<file path="config.mk">
export PLATFORM = sky130hd
export DESIGN_NAME = pjw_bucket_hash_core_flat
export DESIGN_NICKNAME = d
export VERILOG_FILES = /design/src/pjw_hash_pkg.sv /design/src/pjw_hash_if.sv /design/src/pjw_bucket_hash_core.sv /design/src/flat_wrapper.sv
export SDC_FILE = /design/constraint.sdc
export NUM_CORES = 1
export LEC_CHECK = 0
export ABC_AREA = 1
export BUFFER_PORTS_ARGS = -buffer_cell sky130_fd_sc_hd__buf_4
export CELL_PAD_IN_SITES_DETAIL_PLACEMENT = 0
export CELL_PAD_IN_SITES_GLOBAL_PLACEMENT = 2
export CORE_MARGIN = 1
export CORE_UTILIZATION = 30
export DETAILED_ROUTE_END_ITERATION = 8
export PLACE_DENSITY = 0.76
export SYNTH_ARGS = -nofsm -noshare
export SYNTH_HDL_FRONTEND = slang
export SYNTH_SLANG_ARGS = --single-unit
</file>
<file path="constraint.sdc">
create_clock -name clk -period 3.3 [get_ports clk]
set_input_delay 0.165 -clock clk [delete_from_list [all_inputs] [get_ports clk]]
set_output_delay 0.165 -clock clk [all_outputs]
set_load 0.05 [all_outputs]
</file>
<file path="src/pjw_hash_pkg.sv">
// Shared widths, register indexes and the byte fold function of the PJW bucket hash.
package pjw_hash_pkg;

  localparam int KEY_BYTE_W  = 8;
  localparam int BUCKET_W    = 16;
  localparam int HASH_W      = 28;
  localparam int KEY_LEN_W   = 10;
  localparam int CFG_IDX_W   = 1;
  localparam int CFG_DATA_W  = 16;
  localparam int DIV_STEPS   = HASH_W;
  localparam int STEP_W      = $clog2(DIV_STEPS);

  localparam logic [CFG_IDX_W-1:0] REG_TABLE_SIZE = 1'd0;
  localparam logic [CFG_IDX_W-1:0] REG_KEY_LEN    = 1'd1;

  typedef logic [HASH_W-1:0]     hash_t;
  typedef logic [KEY_BYTE_W-1:0] key_byte_t;
  typedef logic [BUCKET_W-1:0]   bucket_t;
  typedef logic [KEY_LEN_W-1:0]  key_len_t;

  // One PJW step: shift in the byte, then fold the top nibble back down.
  function automatic hash_t fold_byte(hash_t h, key_byte_t b);
    logic [31:0] x;
    logic [3:0]  g;
    x = {h, 4'b0000} + {24'd0, b};
    g = x[31:28];
    x[7:4] = x[7:4] ^ g;
    return x[HASH_W-1:0];
  endfunction

endpackage

</file>
<file path="src/pjw_hash_if.sv">
// Handshake interfaces for the key byte channel and the bucket channel.
interface pjw_key_if;
  import pjw_hash_pkg::*;
  logic      valid;
  logic      ready;
  key_byte_t key_byte;
  modport source (output valid, output key_byte, input ready);
  modport sink   (input valid, input key_byte, output ready);
endinterface

interface pjw_bucket_if;
  import pjw_hash_pkg::*;
  logic    valid;
  logic    ready;
  bucket_t bucket;
  modport source (output valid, output bucket, input ready);
  modport sink   (input valid, input bucket, output ready);
endinterface

</file>
<file path="src/pjw_bucket_hash_core.sv">
// Top level of the PJW bucket hash: byte folding and a bit-serial remainder unit.
//
// Key bytes arrive one item at a time on in_key and are folded into a 28-bit
// PJW hash, one byte per cycle. With a key length of zero a zero byte ends the
// key and is not hashed; otherwise the key ends after the configured number of
// bytes (saturated to MAX_KEY_BYTES). At the end of a key the hash is reduced
// modulo table_size and the bucket is sent as one item on out_bucket.
// Throughput: a byte that does not end a key is taken every cycle. The byte
// that ends a key starts a restoring remainder unit that handles one dividend
// bit per cycle, and in_key is not ready until the remainder is done and the
// bucket has been loaded into the output register.
// The bucket sits in an output register, so the next key's bytes are taken
// while it waits. If the receiver still holds off when the next remainder is
// done, the unit holds its last step until the output register frees up.
// Configuration is written through cfg_we, cfg_index and cfg_wdata: index 0
// is table_size (zero acts as one bucket), index 1 is the key length.
// Synchronous active-low reset sets table_size to 1, the key length to 0, and
// clears the hash, the byte count and the output valid.
module pjw_bucket_hash_core
  import pjw_hash_pkg::*;
#(
  parameter int MAX_KEY_BYTES = 512
) (
  input  logic                  clk,
  input  logic                  rst_n,
  input  logic                  cfg_we,
  input  logic [CFG_IDX_W-1:0]  cfg_index,
  input  logic [CFG_DATA_W-1:0] cfg_wdata,
  pjw_key_if.sink               in_key,
  pjw_bucket_if.source          out_bucket
);

  localparam logic ST_IDLE = 1'b0;
  localparam logic ST_DIV  = 1'b1;

  logic              state_r, state_nxt;
  bucket_t           table_size_r;
  key_len_t          key_len_r;
  hash_t             hash_r, hash_nxt;
  key_len_t          count_r, count_nxt;
  hash_t             div_q_r, div_q_nxt;
  bucket_t           rem_r, rem_nxt;
  bucket_t           mod_r, mod_nxt;
  logic [STEP_W-1:0] step_r, step_nxt;
  logic              out_valid_r, out_valid_nxt;
  bucket_t           out_bucket_r, out_bucket_nxt;

  key_len_t          len_eff;
  logic              in_fire;
  logic              key_end;
  hash_t             folded;
  logic [KEY_LEN_W:0] count_inc;
  logic [BUCKET_W:0] rem_shift;
  bucket_t           rem_step;
  logic              last_step;
  logic              slot_free;

  assign len_eff = (32'(key_len_r) > 32'(MAX_KEY_BYTES)) ?
                   KEY_LEN_W'(MAX_KEY_BYTES) : key_len_r;

  assign in_key.ready      = (state_r == ST_IDLE);
  assign in_fire           = in_key.valid && in_key.ready;
  assign folded            = fold_byte(hash_r, in_key.key_byte);
  assign count_inc         = {1'b0, count_r} + {{KEY_LEN_W{1'b0}}, 1'b1};
  assign key_end           = (len_eff == '0) ? (in_key.key_byte == '0)
                                             : (count_inc >= {1'b0, len_eff});

  // One restoring step: bring in the next dividend bit, subtract if it fits.
  assign rem_shift = {rem_r, div_q_r[HASH_W-1]};
  assign rem_step  = (rem_shift >= {1'b0, mod_r}) ?
                     BUCKET_W'(rem_shift - {1'b0, mod_r}) : rem_shift[BUCKET_W-1:0];
  assign last_step = (step_r == STEP_W'(DIV_STEPS - 1));
  assign slot_free = !out_valid_r || out_bucket.ready;

  assign out_bucket.valid  = out_valid_r;
  assign out_bucket.bucket = out_bucket_r;

  always_comb begin
    state_nxt      = state_r;
    hash_nxt       = hash_r;
    count_nxt      = count_r;
    div_q_nxt      = div_q_r;
    rem_nxt        = rem_r;
    mod_nxt        = mod_r;
    step_nxt       = step_r;
    out_valid_nxt  = out_valid_r;
    out_bucket_nxt = out_bucket_r;

    if (out_valid_r && out_bucket.ready) begin
      out_valid_nxt = 1'b0;
    end

    case (state_r)
      ST_IDLE: begin
        if (in_fire) begin
          if (key_end) begin
            div_q_nxt = (len_eff == '0) ? hash_r : folded;
            rem_nxt   = '0;
            mod_nxt   = (table_size_r == '0) ? BUCKET_W'(1) : table_size_r;
            step_nxt  = '0;
            hash_nxt  = '0;
            count_nxt = '0;
            state_nxt = ST_DIV;
          end else begin
            hash_nxt  = folded;
            count_nxt = (len_eff == '0) ? '0 : count_inc[KEY_LEN_W-1:0];
          end
        end
      end
      ST_DIV: begin
        if (!last_step) begin
          rem_nxt   = rem_step;
          div_q_nxt = {div_q_r[HASH_W-2:0], 1'b0};
          step_nxt  = step_r + STEP_W'(1);
        end else if (slot_free) begin
          out_bucket_nxt = rem_step;
          out_valid_nxt  = 1'b1;
          state_nxt      = ST_IDLE;
        end
      end
      default: begin
        state_nxt = ST_IDLE;
      end
    endcase
  end

  always_ff @(posedge clk) begin
    if (!rst_n) begin
      state_r      <= ST_IDLE;
      table_size_r <= BUCKET_W'(1);
      key_len_r    <= '0;
      hash_r       <= '0;
      count_r      <= '0;
      step_r       <= '0;
      out_valid_r  <= 1'b0;
    end else begin
      state_r     <= state_nxt;
      hash_r      <= hash_nxt;
      count_r     <= count_nxt;
      step_r      <= step_nxt;
      out_valid_r <= out_valid_nxt;
      if (cfg_we) begin
        case (cfg_index)
          REG_TABLE_SIZE: table_size_r <= cfg_wdata[BUCKET_W-1:0];
          REG_KEY_LEN:    key_len_r    <= cfg_wdata[KEY_LEN_W-1:0];
          default: ;
        endcase
      end
    end
  end

  always_ff @(posedge clk) begin
    div_q_r      <= div_q_nxt;
    rem_r        <= rem_nxt;
    mod_r        <= mod_nxt;
    out_bucket_r <= out_bucket_nxt;
  end

`ifndef SYNTHESIS
  a_end_starts_div: assert property (@(posedge clk) disable iff (!rst_n)
    (in_fire && key_end) |=> (state_r == ST_DIV && hash_r == '0))
    else $error("key end did not start the remainder unit with a cleared hash");

  a_rem_below_mod: assert property (@(posedge clk) disable iff (!rst_n)
    (state_r == ST_DIV) |-> (rem_r < mod_r))
    else $error("partial remainder reached the modulus");

  a_out_from_div: assert property (@(posedge clk) disable iff (!rst_n)
    $rose(out_valid_r) |-> $past(state_r == ST_DIV && last_step))
    else $error("bucket appeared without a finished remainder");

  a_bucket_in_range: assert property (@(posedge clk) disable iff (!rst_n)
    (state_r == ST_DIV && last_step && slot_free) |=> (out_bucket_r < $past(mod_r)))
    else $error("bucket not below the table size");
`endif

endmodule

</file>
<file path="src/flat_wrapper.sv">
// flat-port wrapper written by rule: the top's interface ports become plain ports
module pjw_bucket_hash_core_flat import pjw_hash_pkg::*;
#(
  parameter int MAX_KEY_BYTES = 512
)
  (clk, rst_n, cfg_we, cfg_index, cfg_wdata, in_key_valid, in_key_key_byte, in_key_ready, out_bucket_valid, out_bucket_bucket, out_bucket_ready);
  pjw_key_if in_key_i ();
  pjw_bucket_if out_bucket_i ();
  input  logic clk;
  input  logic rst_n;
  input  logic cfg_we;
  input  logic [CFG_IDX_W-1:0] cfg_index;
  input  logic [CFG_DATA_W-1:0] cfg_wdata;
  input wire logic [$bits(in_key_i.valid)-1:0] in_key_valid;
  input wire logic [$bits(in_key_i.key_byte)-1:0] in_key_key_byte;
  output wire logic [$bits(in_key_i.ready)-1:0] in_key_ready;
  output wire logic [$bits(out_bucket_i.valid)-1:0] out_bucket_valid;
  output wire logic [$bits(out_bucket_i.bucket)-1:0] out_bucket_bucket;
  input wire logic [$bits(out_bucket_i.ready)-1:0] out_bucket_ready;
  assign in_key_i.valid = in_key_valid;
  assign in_key_i.key_byte = in_key_key_byte;
  assign in_key_ready = in_key_i.ready;
  assign out_bucket_valid = out_bucket_i.valid;
  assign out_bucket_bucket = out_bucket_i.bucket;
  assign out_bucket_i.ready = out_bucket_ready;
  pjw_bucket_hash_core #(.MAX_KEY_BYTES(MAX_KEY_BYTES)) u_core (.clk(clk), .rst_n(rst_n), .cfg_we(cfg_we), .cfg_index(cfg_index), .cfg_wdata(cfg_wdata), .in_key(in_key_i), .out_bucket(out_bucket_i));
endmodule
</file>
==> flow_summary.yaml <==
floorplanning:
  die_y_um: 167.7
  die_w_um: 167.7
  dieArea_sq_um: 28120
  row_count: 60
  core_sq_um: 26950
  initial_core_util: 0.3056
  io_pins: 48
sta:
  worst_pin_slew_ps: 754.5
  final_max_slew_viol_count: 0
  hold_viol: 0
  tns_ps: 0
  period_share: 0.8772
  setup_viol: 0
  skew_ps: 15.06
  post-route-min-period_ps: 2895
  slew_headroom: 0.4965
  rsz0062_at_grt: "false"
  maxClockFrequency_mhz: 345.4
cells_and_area:
  final_common_cell: "nand2_1"
  final_layout_size_suffix_gt1_frac: 0.1015
  layout.cells.non_filler: 1435
  final_cell_mix: "nand2_1, inv_1, nor2_1, o21ai_0, a21oi_1"
  antenna_cells: 0
  nFillCells: 2861
  syn_to_final_growth_pct: 14.95
  multi_input_area_sq_um: 3781
  regArea_sq_um: 3704
  nNetsFinal: 1145
synthesis:
  yosysTopAreaCell: "edfxtp_1"
  synthTopCellsByArea: "edfxtp_1, dfxtp_1, nand2_1"
  synth_top_area_frac: 0.2771
  ys_types: 40
  yosysWarnings: 0
  ys_dominant_reg_cell: "edfxtp_1"
  synth_area_sq_um: 8235
  syn_inst: 1055
  synth_seq_area_share: 0.4497
  syn_area_per_cell_sq_um: 7.806
  ys_ff_latch: 147
  synth_edf_count: 76
  synthesis.nets: 1119
  async_flop_share: 0
status:
  status: "finished clean"
power_and_ir_drop:
  leakage_nw: 3.915
  p_per_area_nw_per_um2: 604.4
  ir_drop_mv: 0.2720
clock_tree:
  cts-root-buf: "clkbuf_16"
  htreeDepth: 4
  clk_latency_ps: 430
  postCtsSetupBuffers: 0
  clk_path_buf_depth: 2
  clk_pin_slew_ps: 70
  cts_tree: "built"
  numCtsBuffers: 17
  clkSinkCount: 147
global_routing:
  grt_pass1_vias: 6865
  grt-ovfl-total: 0
  grt_use_total: 0.1674
  grt_pass1_wl_mm: 36.94
  grt_start_max_net_pins: 45
  antenna_found_initial: 0
worst_setup_path:
  r2r-start: "u_core.count_r[2]"
  crit_type: "flop to flop"
  start_kind: "flop"
  cp_num_buf_inv: 1
  critical_path.max_stage_delay_ps: 460
  critPathArrivalTime_ps: 2960
  ff2ff_path_depth: 15
  crit_chain: "nand2_1, nor2_1, nand4_1, nor2_1, nand3_1, xor2_1, ha_1, a21oi_1, nand2_1, nor2_1, nand2_1, nand2_1, nand2_4, nand3_4, inv_1"
  crit_fanout: 16
  cp.required_ps: 3360
  r2r_setup_slack_ps: 410
  endpoint_kind: "flop"
  crit_family: "simple AND/OR/NAND/NOR gates"
  crit_top_cell: "nand2_1"
  cp_slowest_cell: "inv_1"
  r2r-end: "u_core.mod_r[7]"
routing:
  avgViaCountPerCell: 4.806
  wire_per_inst_um: 15.44
  met2_length_mm: 9.906
  drt_first_pass_iters: 5
  maxUsedRoutingLayer: "met4"
  wl_met3_um: 626
  vias: 6896
  finalWirelength_mm: 22.16
  remaining_drc_errors: 0
  wl_met1_mm: 11.18
  drt_iter0_drc: 509
  ant_nets: 0
min_path:
  hold_path_depth: 3
  hold_class: "input pin to flop"
  min_to: "u_core.key_len_r[6]"
  min_from: "cfg_wdata[6]"
job:
  max_cap_viol_count: 0
placement:
  dp_hpwl_mm: 15.98
  port_buffers: 47
  gp_congestion: 0.7940
  dp.cells: 1401
==> synth_stat cells, types with 4 or more instances <==
master,instances
nand2_1,223
inv_1,130
nor2_1,103
o21ai_0,92
a21oi_1,84
edfxtp_1,76
dfxtp_1,71
nand3_1,58
clkbuf_1,41
ha_1,32
xor2_1,31
nand4_1,25
xnor2_1,11
nor3_1,9
buf_2,8
nand3b_1,8
o21ai_1,5
a21o_1,4
a31oi_1,4
or2_2,4
==> logic make-up after synthesis <==
family | share of synthesized area
AOI/OAI and AO/OA | 0.1241
xor gates and xnor gates | 0.04467
adders and majority gates | 0.05348
buffers and inverters | 0.09146
DFF | 0.4497
and+or+nand+nor | 0.2366
==> worst min-delay path, delay by kind of cell <==
kind	cells	cell delay, ps
buffers and inverters	1	90
and+or+nand+nor	1	80
AOI/OAI and AO/OA	1	80
==> worst max path at each step <==
| stage | from | endpoint | slack [ps] | cells past startpoint |
|---|---|---|---|---|
| after floorplan | u_core.count_r[2] | u_core.div_q_r[0] | 330 | 16 |
| after global placement | u_core.count_r[2] | u_core.div_q_r[25] | 300 | 16 |
| after detailed placement | u_core.count_r[2] | u_core.div_q_r[20] | 260 | 16 |
| after CTS | u_core.count_r[2] | u_core.div_q_r[9] | 250 | 16 |
| after global routing | u_core.count_r[2] | u_core.mod_r[8] | 60 | 15 |
| final | u_core.count_r[2] | u_core.mod_r[7] | 410 | 15 |
==> timing repair <==
action,CTS,global route
setup endpoints to repair,0,44
endpoints found under the hold margin,2,0
resized for setup,0,1
hold buffers,2,0
==> sequential cells by signal (all words and copies together), names as in the netlist <==
register,cells
u_core.state_r,1
u_core.hash_r,28
u_core.key_len_r,10
u_core.step_r,5
u_core.count_r,10
u_core.mod_r,16
u_core.rem_r,16
u_core.out_bucket.valid,1
u_core.out_bucket.bucket,16
u_core.div_q_r,28
u_core.table_size_r,16
==> per-stage QoR <==
step | power (mW) | worst slack (ps) | hold slack (ps) | instance area, sq um | util
after floorplan | 3.483 | 330.3 | 295.4 | 8238 | -
after global placement | 3.921 | 300.6 | 406.2 | 8885 | 0.3297
after detailed placement | 3.929 | 264.5 | 408.6 | 8885 | 0.3297
after CTS | 5.797 | 245.6 | 1.357 | 9463 | 0.3511
after global routing | 6.111 | 61.92 | 20.37 | 9467 | 0.3513
final | 5.722 | 405.1 | 15.96 | 9467 | 0.3513
==> metal layers <==
metal  global-route usage  up-vias
li1                     -     3525
met1               0.2285     3222
met2               0.2674      120
met3              0.02813       29
met4              0.05624        0
met5                    0        -
==> power by group <==
part | leakage [nW] | internal (mW) | switching (mW)
logic | 2.35 | 0.506 | 1.02
registers | 1.30 | 2.23 | 0.118
clock network | 0.267 | 1.00 | 0.845
==> layout make-up <==
class / instances / area share
clock buffer: 18 / 0.04639
clock inverter: 14 / 0.01256
inverter: 134 / 0.05313
multi-input combinational: 718 / 0.3994
sequential: 147 / 0.3912
tap: 341 / 0.04507
timing repair buffer: 63 / 0.05221
Power figures use the tool's default switching activity.
